===== config.mk =====
export PLATFORM = sky130hd
export DESIGN_NAME = toroidal_life_automaton
export DESIGN_NICKNAME = d
export VERILOG_FILES = /design/src/rtl/tla_pkg.sv /design/src/rtl/toroidal_life_automaton.sv /design/src/rtl/tla_datapath.sv /design/src/rtl/tla_ctrl.sv
export SDC_FILE = /design/constraint.sdc
export NUM_CORES = 2
export LEC_CHECK = 0
export BUFFER_PORTS_ARGS = -buffer_cell sky130_fd_sc_hd__buf_2
export CELL_PAD_IN_SITES_DETAIL_PLACEMENT = 1
export CELL_PAD_IN_SITES_GLOBAL_PLACEMENT = 2
export CORE_UTILIZATION = 41
export CTS_BUF_LIST = sky130_fd_sc_hd__clkbuf_16
export CTS_CLUSTER_DIAMETER = 60
export DETAILED_ROUTE_END_ITERATION = 8
export HOLD_SLACK_MARGIN = 0.02
export PLACE_DENSITY_LB_ADDON = 0.25
export SLEW_MARGIN = 20
export SYNTH_ARGS = -nofsm -noshare
export SYNTH_HDL_FRONTEND = slang
export SYNTH_SLANG_ARGS = --single-unit
export TNS_END_PERCENT = 10

===== constraint.sdc =====
create_clock -name clock -period 34 [get_ports clock]
set_input_delay 6.8 -clock clock [delete_from_list [all_inputs] [get_ports clock]]
set_output_delay 6.8 -clock clock [all_outputs]
set_load 0.01 [all_outputs]

===== src/rtl/tla_pkg.sv =====
// types and codes for the toroidal life automaton
// no dependencies
package tla_pkg;
   localparam logic [1:0] MODE_READ   = 2'd0;
   localparam logic [1:0] MODE_KILL   = 2'd1;
   localparam logic [1:0] MODE_REVIVE = 2'd2;
   localparam logic [1:0] MODE_STEP   = 2'd3;
   localparam logic CSR_ROWS = 1'b0;
   localparam logic CSR_COLS = 1'b1;
   localparam int SURVIVE_LO = 2;
   localparam int SURVIVE_HI = 3;
   localparam int BIRTH_COUNT = 3;

   typedef struct packed {
      logic [1:0]        mode;
      logic signed [7:0] row;
      logic signed [7:0] col;
   } req_type;

   typedef struct packed {
      logic alive;
      logic invalid;
   } rsp_type;

   // controller to datapath
   typedef struct packed {
      logic clear;    // clear one row at scan address
      logic rd_cur;   // cell-op row read flag, never set or used
      logic wr_cell;  // write back modified row
      logic load_win; // fetch next window row
      logic shift_win;
      logic commit;   // write computed row
      logic keep_top; // save old first row
      logic load_top; // last row takes saved first row as lower neighbor
   } cmd_type;
endpackage


===== src/rtl/toroidal_life_automaton.sv =====
// read/kill/revive pass through S_CELL and S_CELL2 before the reply; a bad address is answered from idle
// step: one cell per cycle from a three-row window
// one item at a time; a write to the rows or cols register clears the grid
// reset is synchronous: dims to 64, then the grid is cleared
// input and register port are held off while that clear runs
module toroidal_life_automaton #(
   parameter int MAX_ROWS = 64,
   parameter int MAX_COLS = 64
) (
   input  logic              clock,
   input  logic              reset,
   input  logic              req_valid,
   output logic              req_stall,
   input  tla_pkg::req_type  req_data,
   output logic              rsp_valid,
   input  logic              rsp_stall,
   output tla_pkg::rsp_type  rsp_data,
   input  logic              csr_valid,
   output logic              csr_ready,
   input  logic [1:0]        csr_index,
   input  logic [6:0]        csr_wdata
);
   import tla_pkg::*;
   localparam int RW = (MAX_ROWS > 1) ? $clog2(MAX_ROWS) : 1;
   localparam int CW = (MAX_COLS > 1) ? $clog2(MAX_COLS) : 1;
   cmd_type cmd;
   logic [RW-1:0] addr, wr_addr;
   logic [CW-1:0] cell_col, step_col;
   logic [CW:0] ncols;
   logic set_val, first_col, cell_bit, row_done, cv;

   assign cv = csr_valid && csr_index[1] == 1'b0;

   tla_ctrl #(.MAX_ROWS(MAX_ROWS), .MAX_COLS(MAX_COLS)) u_ctrl (
      .clock, .reset, .req_valid, .req_stall, .req_data, .rsp_valid, .rsp_stall,
      .rsp_data, .csr_valid(cv), .csr_ready, .csr_index(csr_index[0]), .csr_wdata,
      .cmd, .addr, .wr_addr, .cell_col, .step_col, .ncols, .set_val, .first_col,
      .cell_bit, .row_done);

   tla_datapath #(.MAX_ROWS(MAX_ROWS), .MAX_COLS(MAX_COLS)) u_dp (
      .clock, .cmd, .addr, .wr_addr, .cell_col, .step_col, .ncols, .set_val,
      .first_col, .cell_bit, .row_done);
endmodule


===== src/rtl/tla_datapath.sv =====
// grid memory and row-window life evaluation
// depends on tla_pkg
module tla_datapath #(
   parameter int MAX_ROWS = 64,
   parameter int MAX_COLS = 64,
   parameter int RW = (MAX_ROWS > 1) ? $clog2(MAX_ROWS) : 1,
   parameter int CW = (MAX_COLS > 1) ? $clog2(MAX_COLS) : 1
) (
   input  logic                clock,
   input  tla_pkg::cmd_type    cmd,
   input  logic [RW-1:0]       addr,
   input  logic [RW-1:0]       wr_addr,
   input  logic [CW-1:0]       cell_col,
   input  logic [CW-1:0]       step_col,
   input  logic [CW:0]         ncols,
   input  logic                set_val,
   input  logic                first_col,
   output logic                cell_bit,
   output logic                row_done
);
   import tla_pkg::*;
   logic [MAX_COLS-1:0] mem [MAX_ROWS];
   logic [MAX_COLS-1:0] rd_ff;
   logic [MAX_COLS-1:0] up_ff, mid_ff, dn_ff, new_ff, new_in, top_ff, cell_row;
   logic [CW-1:0] lf, rt;
   logic [3:0] cnt;
   logic nb;

   always_comb begin
      cell_row = rd_ff;
      cell_row[cell_col] = set_val;
   end

   always_ff @(posedge clock) begin
      if (cmd.clear) mem[wr_addr] <= '0;
      else if (cmd.wr_cell) mem[wr_addr] <= cell_row;
      else if (cmd.commit) mem[wr_addr] <= new_ff;
      rd_ff <= mem[addr];
   end

   always_ff @(posedge clock) begin
      if (cmd.shift_win) begin
         up_ff  <= mid_ff;
         mid_ff <= dn_ff;
      end
      if (cmd.load_win) dn_ff <= cmd.load_top ? top_ff : rd_ff;
      if (cmd.keep_top) top_ff <= mid_ff;
      new_ff <= new_in;
   end

   always_comb begin
      lf = (step_col == '0) ? CW'(ncols - 1'b1) : CW'(step_col - 1'b1);
      rt = ({1'b0, step_col} + 1'b1 == ncols) ? '0 : CW'(step_col + 1'b1);
      cnt = 4'(up_ff[lf]) + 4'(mid_ff[lf]) + 4'(dn_ff[lf]) + 4'(up_ff[step_col])
          + 4'(dn_ff[step_col]) + 4'(up_ff[rt]) + 4'(mid_ff[rt]) + 4'(dn_ff[rt]);
      nb = mid_ff[step_col] ? (cnt == 4'(SURVIVE_LO) || cnt == 4'(SURVIVE_HI))
                            : (cnt == 4'(BIRTH_COUNT));
      new_in = first_col ? mid_ff : new_ff;
      new_in[step_col] = nb;
   end

   assign cell_bit = rd_ff[cell_col];
   assign row_done = ({1'b0, step_col} + 1'b1 == ncols);
endmodule


===== src/rtl/tla_ctrl.sv =====
// sequencer for cell ops, generation scan and grid clear
// depends on tla_pkg
module tla_ctrl #(
   parameter int MAX_ROWS = 64,
   parameter int MAX_COLS = 64,
   parameter int RW = (MAX_ROWS > 1) ? $clog2(MAX_ROWS) : 1,
   parameter int CW = (MAX_COLS > 1) ? $clog2(MAX_COLS) : 1
) (
   input  logic              clock,
   input  logic              reset,
   input  logic              req_valid,
   output logic              req_stall,
   input  tla_pkg::req_type  req_data,
   output logic              rsp_valid,
   input  logic              rsp_stall,
   output tla_pkg::rsp_type  rsp_data,
   input  logic              csr_valid,
   output logic              csr_ready,
   input  logic              csr_index,
   input  logic [6:0]        csr_wdata,
   output tla_pkg::cmd_type  cmd,
   output logic [RW-1:0]     addr,
   output logic [RW-1:0]     wr_addr,
   output logic [CW-1:0]     cell_col,
   output logic [CW-1:0]     step_col,
   output logic [CW:0]       ncols,
   output logic              set_val,
   output logic              first_col,
   input  logic              cell_bit,
   input  logic              row_done
);
   import tla_pkg::*;
   localparam logic [2:0] S_IDLE = 3'd0, S_CELL = 3'd1, S_CLEAR = 3'd2,
      S_PRE = 3'd3, S_LOAD = 3'd4, S_COL = 3'd5, S_RESP = 3'd6, S_CELL2 = 3'd7;
   localparam int RV = RW + 1;

   logic [2:0] state_ff, state_in;
   logic [6:0] rows_ff, cols_ff;
   logic [RV-1:0] nr;
   logic [RW-1:0] row_ff, row_in, cnt_ff, cnt_in;
   logic [CW-1:0] col_ff, col_in, sc_ff, sc_in;
   logic [1:0] mode_ff, mode_in, pre_ff, pre_in;
   logic rv_ff, rv_in;
   rsp_type out_ff, out_in;
   logic bad;

   function automatic logic [RV-1:0] used_r(input logic [6:0] v);
      if (v == 0) return RV'(1);
      if (32'(v) > MAX_ROWS) return RV'(MAX_ROWS);
      return RV'(v);
   endfunction
   function automatic logic [CW:0] used_c(input logic [6:0] v);
      if (v == 0) return (CW+1)'(1);
      if (32'(v) > MAX_COLS) return (CW+1)'(MAX_COLS);
      return (CW+1)'(v);
   endfunction
   function automatic logic [RW-1:0] wrap_inc(input logic [RW-1:0] r, input logic [RV-1:0] n);
      return ({1'b0, r} + 1'b1 == n) ? '0 : RW'(r + 1'b1);
   endfunction

   assign nr = used_r(rows_ff);
   assign ncols = used_c(cols_ff);
   assign bad = req_data.row[7] || req_data.col[7] ||
                16'(req_data.row) >= 16'(nr) || 16'(req_data.col) >= 16'(ncols);
   assign csr_ready = (state_ff == S_IDLE) && !rv_ff;
   assign req_stall = (state_ff != S_IDLE) || rv_ff || csr_valid;
   assign rsp_valid = rv_ff;
   assign rsp_data = out_ff;
   assign cell_col = col_ff;
   assign step_col = sc_ff;
   assign set_val = (mode_ff == MODE_REVIVE);
   assign first_col = (sc_ff == '0);

   always_comb begin
      state_in = state_ff; row_in = row_ff; col_in = col_ff; cnt_in = cnt_ff;
      sc_in = sc_ff; mode_in = mode_ff; pre_in = pre_ff; rv_in = rv_ff;
      out_in = out_ff; cmd = '0; addr = row_ff; wr_addr = row_ff;
      if (rv_ff && !rsp_stall) rv_in = 1'b0;
      unique case (state_ff)
         S_IDLE: begin
            if (csr_valid && csr_ready) begin
               cnt_in = '0;
               state_in = S_CLEAR;
            end else if (req_valid && !req_stall) begin
               out_in = '0;
               mode_in = req_data.mode;
               row_in = RW'(req_data.row);
               col_in = CW'(req_data.col);
               if (req_data.mode == MODE_STEP) begin
                  // window rows: last, first, second
                  row_in = RW'(nr - 1'b1);
                  cnt_in = '0;
                  pre_in = '0;
                  state_in = S_PRE;
               end else if (bad) begin
                  out_in.invalid = 1'b1;
                  rv_in = 1'b1;
               end else state_in = S_CELL;
            end
         end
         S_CELL: state_in = S_CELL2; // memory read latency
         S_CELL2: begin
            if (mode_ff == MODE_READ) out_in.alive = cell_bit;
            else cmd.wr_cell = 1'b1;
            rv_in = 1'b1;
            state_in = S_IDLE;
         end
         S_CLEAR: begin
            wr_addr = cnt_ff;
            cmd.clear = 1'b1;
            cnt_in = RW'(cnt_ff + 1'b1);
            if (32'(cnt_ff) == MAX_ROWS - 1) state_in = S_IDLE;
         end
         S_PRE: begin
            // issue reads for up, mid, dn; addr in row_ff
            addr = row_ff;
            if (pre_ff != 0) begin
               cmd.load_win = 1'b1;
               cmd.shift_win = 1'b1;
            end
            row_in = wrap_inc(row_ff, nr);
            pre_in = pre_ff + 1'b1;
            if (pre_ff == 2'd2) state_in = S_LOAD;
         end
         S_LOAD: begin
            cmd.load_win = 1'b1;
            cmd.shift_win = 1'b1;
            // first row is already rewritten when the last row needs it
            cmd.load_top = (cnt_ff != '0) && ({1'b0, cnt_ff} + 1'b1 == nr);
            sc_in = '0;
            state_in = S_COL;
         end
         S_COL: begin
            sc_in = CW'(sc_ff + 1'b1);
            if (row_done) state_in = S_RESP;
         end
         S_RESP: begin
            // new_ff holds computed row cnt_ff; row_ff addresses next dn row
            wr_addr = cnt_ff;
            cmd.commit = 1'b1;
            cmd.keep_top = (cnt_ff == '0);
            addr = row_ff;
            if ({1'b0, cnt_ff} + 1'b1 == nr) begin
               rv_in = 1'b1;
               state_in = S_IDLE;
            end else begin
               cnt_in = RW'(cnt_ff + 1'b1);
               row_in = wrap_inc(row_ff, nr);
               state_in = S_LOAD;
            end
         end
         default: state_in = S_IDLE;
      endcase
   end

   always_ff @(posedge clock) begin
      if (reset) begin
         state_ff <= S_CLEAR;
         cnt_ff <= '0;
         rv_ff <= 1'b0;
         rows_ff <= 7'd64;
         cols_ff <= 7'd64;
      end else begin
         state_ff <= state_in;
         cnt_ff <= cnt_in;
         rv_ff <= rv_in;
         if (csr_valid && csr_ready) begin
            if (csr_index == CSR_ROWS) rows_ff <= csr_wdata;
            else cols_ff <= csr_wdata;
         end
      end
      row_ff <= row_in; col_ff <= col_in; sc_ff <= sc_in;
      mode_ff <= mode_in; pre_ff <= pre_in; out_ff <= out_in;
   end
endmodule


* Yosys cells after proc, flatten, opt, wreduce, memory -nomap -nowiden *
Memories as Yosys holds them, arrays and structs flattened. A register that Yosys moved wholly into a read port is not among the register bits.
Index checks and enable logic that the tools add are counted.

operators by class
  add/subtract/negate cells = 17
  multiply operators = 0
  divide/modulo/power cells = 0
  $lt $le $gt $ge = 10
  equal/unequal tests = 27
  shifts and indexed selects = 0
  multiplexer cells = 102
  bitwise operators = 5
  reduce and logical (&&, ||, !) cells = 40

operator list
  operator             number
  $mux 64              4
  $bwmux 64            2
  $mux 6               12
  $bmux 1 s6           10
  $mux 7               8
  $mux 1               41
  $pmux 6 s3           2
  $ge 16x7->1          2
  $lt 6x7->1 const B   4
  $add 4x1->4          6
  $mux 3               8
  $pmux 3 s8           1
  $add 6x1->7 const B  3
  $eq 7x7->1           3
  $add 6x1->6 const B  3
  $sub 6x1->6 const B  3
  $reduce_and 4->1     4
  $gt 7x7->1 const B   2
  $logic_not 7->1      2
  $mux 2               7
  $demux 1 s6          2
  $eq 3x3->1 const B   4
  $ge 6x1->1 const B   2
  $logic_not 6->1      2
  29 further kinds     64

word-level totals
  bits in registers = 368
  latch bits = 0
  RAM bits = 4096
  memory bits (read-only) = 0
  output and inout bits = 5
  memories kept = 1

memories
  memory    depth  bits a word  rd ports  clocked after Yosys merged registers in  wr ports  RTL line            text
  u_dp.mem  64     64           1         1                                        1         tla_datapath.sv:22  logic [MAX_COLS-1:0] mem [MAX_ROWS];

* Depth between registers and ports, before layout *
  depth after elaboration = 20
  depth in mapped cells = 29
  depth with buffers taken out = 24

* By module *
From an unflattened synthesis, not the netlist that was laid out.

unflattened totals
  cells, all modules = 7973
  area total of the unflattened synthesis = 178799.0 um^2

by module, submodules not included
  module                   instances  cells an instance  area each (um^2)  seq. area each (um^2)
  tla_datapath             1          7586               175464.5          133888.4
  tla_ctrl                 1          386                3320.7            1201.2
  toroidal_life_automaton  1          1                  13.8              0.0

* Worst setup path after synthesis *
OpenSTA, ideal clock, no wires.

  path kind = register -> register
  from = reg u_ctrl.state_ff[1]
  to = reg u_dp.dn_ff[0], enable pin
  setup time = 1.009 ns
  data arrival time = 14.338 ns
  required time = 32.991 ns
  path slack = 18.652 ns
  stages on the path, launching flop included = 6
  clock period less this slack = 15.348 ns
  path through = dfxtp_1 clkbuf_1 inv_1 nor2_1 nand2_1 o21ai_0

between the ends
  cells in the longest elaborated chain, start to end = 2
  elaborated cells between the ends (all ways) = 3

RTL lines
  what                                             RTL line            text
  start, declared                                  tla_ctrl.sv:37      logic [2:0] state_ff, state_in;
  start signal, assigned                           tla_ctrl.sv:164     state_ff <= state_in;
  $eq 3x3->1 / $eq 3x2->1 (equally long branches)  tla_ctrl.sv:79      unique case (state_ff)
  $pmux 2 s2 (*)                                   tla_ctrl.sv:79
  end signal, assigned                             tla_datapath.sv:46  if (cmd.load_win) dn_ff <= cmd.load_top ? top_ff : rd_ff;
  end, declared                                    tla_datapath.sv:24  logic [MAX_COLS-1:0] up_ff, mid_ff, dn_ff, new_ff, new_in, top_ff, cell_row;

Mark *: on every way between the ends. The rest lies on a longest branch, timed or not.
A chain may end at the register's enable or synchronous reset.

* Worst setup path after layout *
  from = in csr_index[1]
  to = out req_stall

between the ends
  cells in the longest elaborated chain, start to end = 3

RTL lines
  what               RTL line                       text
  start, declared    toroidal_life_automaton.sv:20  input logic [1:0] csr_index,
  $not 1->1          toroidal_life_automaton.sv:32  assign cv = csr_valid && csr_index[1] == 1'b0;
  $logic_and 1x1->1  toroidal_life_automaton.sv:32
  $logic_or 1x1->1   tla_ctrl.sv:66                 assign req_stall = (state_ff != S_IDLE) || rv_ff || csr_valid;
  end, declared      toroidal_life_automaton.sv:13  output logic req_stall,

Every way passes these cells.

==> results.cfg <==
[route]
antenna_left = 0
via_per_inst = 6.392
drt-pass1-iter-count = 5
post-route-drc-count = 0
finalWirelength_um = 557400
routedWlPerCell_um = 39.32
drtIter0Drc = 13003
vias = 90602

[clock_tree]
path_clk_slew_ns = 0.06
clock_latency_ns = 1.01
root_buffer = clkbuf_16
cts_max_level = 5
cts_tree = built
clkSinkCount = 4528
cts_inserted_buffers = 466
cts_resized = 0
hold_buffers = 0
clockBufferDepth = 4
cts_setup_buffers = 0

[setup_path]
worst_path_max_delay_cell = nand2b_1
crit_chain = buf_2, nand2b_1, nand2_1, buf_2
crit_required_ns = 27.20
cpMostUsedCell = buf_2
startpoint_type = input pin
path_class = in2out
cp_data_arrival_time_ns = 7.26
endpoint_kind = output port
slowest_delay_ns = 0.15
cp_max_fo = 2

[place]
place_congestion = 0.9048
hpwl_um = 279900
dpl-instance-area_um2 = 186100
place_inst = 13310
portBuffers = 36

[layout]
final_cell_mix = 4440 x edfxtp_1, 1413 x mux4_2, 475 x clkbuf_16
fillerInstances = 38153
drive_above_1_share_pct = 30.15
fin_area_um2 = 201200
fin_nets = 8132
area_growth_pct = 13.28
instances_no_fill = 14175
final_common_cell = edfxtp_1

[power_and_ir_drop]
ir_drop_mv = 0.05157
p_leak_nw = 57.30
power_density_nw_per_um2 = 55.35

[logic_synthesis]
synth_top_area_cell = edfxtp_1
async_flop_share_pct = 0
ys_ff_latch = 4528
synth_simple_gate_area_share_pct = 1.291
synth-seq-area-share_pct = 76.06
synth_top_family_by_area = multiplexers
syn_area_per_cell_um2 = 22.75
yosysWarnings = 0
synthMuxAreaShare_pct = 18.70
synth_nets = 7870
yosys-top-cells-area = edfxtp_1 75%, mux4_2 18%, dfxtp_1 0.99%
synth_cells = 7808
synth_top_area_share_pct = 75.07
synth_edf_count = 4440
synth_compound_area_share_pct = 2.442
yosys_most_used_dff = edfxtp_1
synth_cell_types = 76
syn-cell-area_um2 = 177600
synthAdderAreaFrac_pct = 0.2283
synth-xor-area-share_pct = 0.1670

[sta]
setup_tns_ns = 0
rsz0062_at_grt = no
setup_viol = 0
worst_pin_slew_ns = 1.299
finClkSkew_ns = 0.03872
maxSlewHeadroom_pct = 13.43
fin_crit_ns = 14.06
timing.final.crit_share_pct = 41.36
finalHoldViolations = 0
timing.hold.ws_ns = 0.5292
max_freq_ghz = 0.07111
finalMaxSlewViolations = 0

[global_routing]
grt_pass1_vias = 90706
grt_pass1_wl_um = 760200
antenna_found_initial = 29
grt-ovfl-total = 0
globalRouteTotalUtil_pct = 25.31
grt_max_degree = 192

[worst_hold_path]
worstHoldPathType = reg2reg

[die]
io_pins = 37
chipWidth_um = 660.2
core-area_um2 = 430900
die_h_um = 660.2
dieArea_um2 = 435800
start_util_pct = 41.22
num_rows = 241

[job]
cap_violations = 0

[outcome]
outcome = finished, final reports clean
[final timing paths]
check | startpoint | end | slack, ns | cells after the start
max reg2reg | u_ctrl.step_col[0] | u_dp.new_ff[50] | 24.27 | 28
min | u_dp.dn_ff[30] | u_dp.mid_ff[30] | 0.53 | 0
max | csr_index[1] | req_stall | 19.94 | 4
min reg2reg | u_dp.dn_ff[30] | u_dp.mid_ff[30] | 0.53 | 0
[state kept, by name (all words and copies together), names as in the netlist]
register,count
u_ctrl.rsp_valid,1
u_ctrl.state_ff,3
u_dp.top_ff,64
u_ctrl.mode_ff,2
u_dp.up_ff,64
u_ctrl.rsp_data,2
u_dp.mem,4096
u_ctrl.pre_ff,2
u_ctrl.cell_col,6
u_ctrl.rows_ff,7
u_dp.dn_ff,64
u_dp.mid_ff,64
u_ctrl.cols_ff,7
u_dp.rd_ff,64
u_ctrl.addr,6
u_ctrl.step_col,6
u_ctrl.cnt_ff,6
u_dp.new_ff,64
[stage by stage]
stage / util (%) / setup slack [ns] / power [mW]
3_5_place_dp: 43.18 / 19.94 / 6.260
2_1_floorplan: - / 18.65 / 6.220
3_3_place_gp: 43.18 / 19.90 / 6.258
5_1_grt: 46.69 / 19.89 / 11.39
6_report: 46.69 / 19.94 / 11.14
4_1_cts: 46.61 / 19.94 / 11.21
[metal layers]
layer	vias to the layer above	global-route usage, %	part of all wire [%]
met3	813	3.975	8.8
met1	50772	36.48	41
met5	-	0	0
met4	0	7.647	3.4
li1	34219	-	-
met2	4798	40.01	47
[power by group]
part / total, mW / internal (mW) / switching [mW]
clock network: 4.99 / 2.82 / 2.17
registers: 6.07 / 6.07 / 0.00771
logic: 0.0686 / 0.0194 / 0.0491
total: 11.1 / 8.91 / 2.23
[worst max-delay path, delay by kind of cell]
family	cells	cell delay (ns)
buf+inv	2	0.24
simple gates	2	0.22
[layout make-up]
cell class                      count  area [um^2]  share of cell area [%]
Sequential cell                  4528       135100                   67.15
Multi-Input combinational cell   2774        41510                   20.63
Clock buffer                      475        11890                   5.908
Tap cell                         5710         7144                   3.551
Clock inverter                    384         2893                   1.438
Timing Repair Buffer              269         2537                   1.261
Inverter                           31        116.4                 0.05784
Antenna cell                        4        10.01                0.004975
[cell usage after synthesis (all sizes together), types with 7 or more instances]
master / number
edfxtp: 4440
mux4: 1413
clkbuf: 341
o21ai: 190
nand2: 157
nor2: 146
buf: 134
a21oi: 117
o22ai: 117
dfxtp: 88
mux2: 79
a31oi: 69
a22o: 66
mux2i: 50
nand3: 36
inv: 30
a22oi: 29
ha: 26
nor4: 25
nor3: 23
xnor2: 23
nor2b: 16
a211oi: 14
and3: 14
nand2b: 13
a221oi: 11
o221ai: 11
nand3b: 10
xor2: 10
a21o: 9
nand4: 9
or3: 9
nor3b: 8
a211o: 7
o22a: 7
o31ai: 7
[kinds of logic (layout without fill, tap and decap cells)]
family / count (synthesis) / in the layout
DFF: 4528 / 4528
muxes: 1542 / 1542
AOI/OAI and AO/OA: 683 / 683
buffers and inverters: 506 / 1159
and+or+nand+nor: 486 / 486
xor gates and xnor gates: 33 / 33
adders and majority gates: 30 / 30
other: 0 / 4
Note: power is estimated with default switching activity, not from simulation.
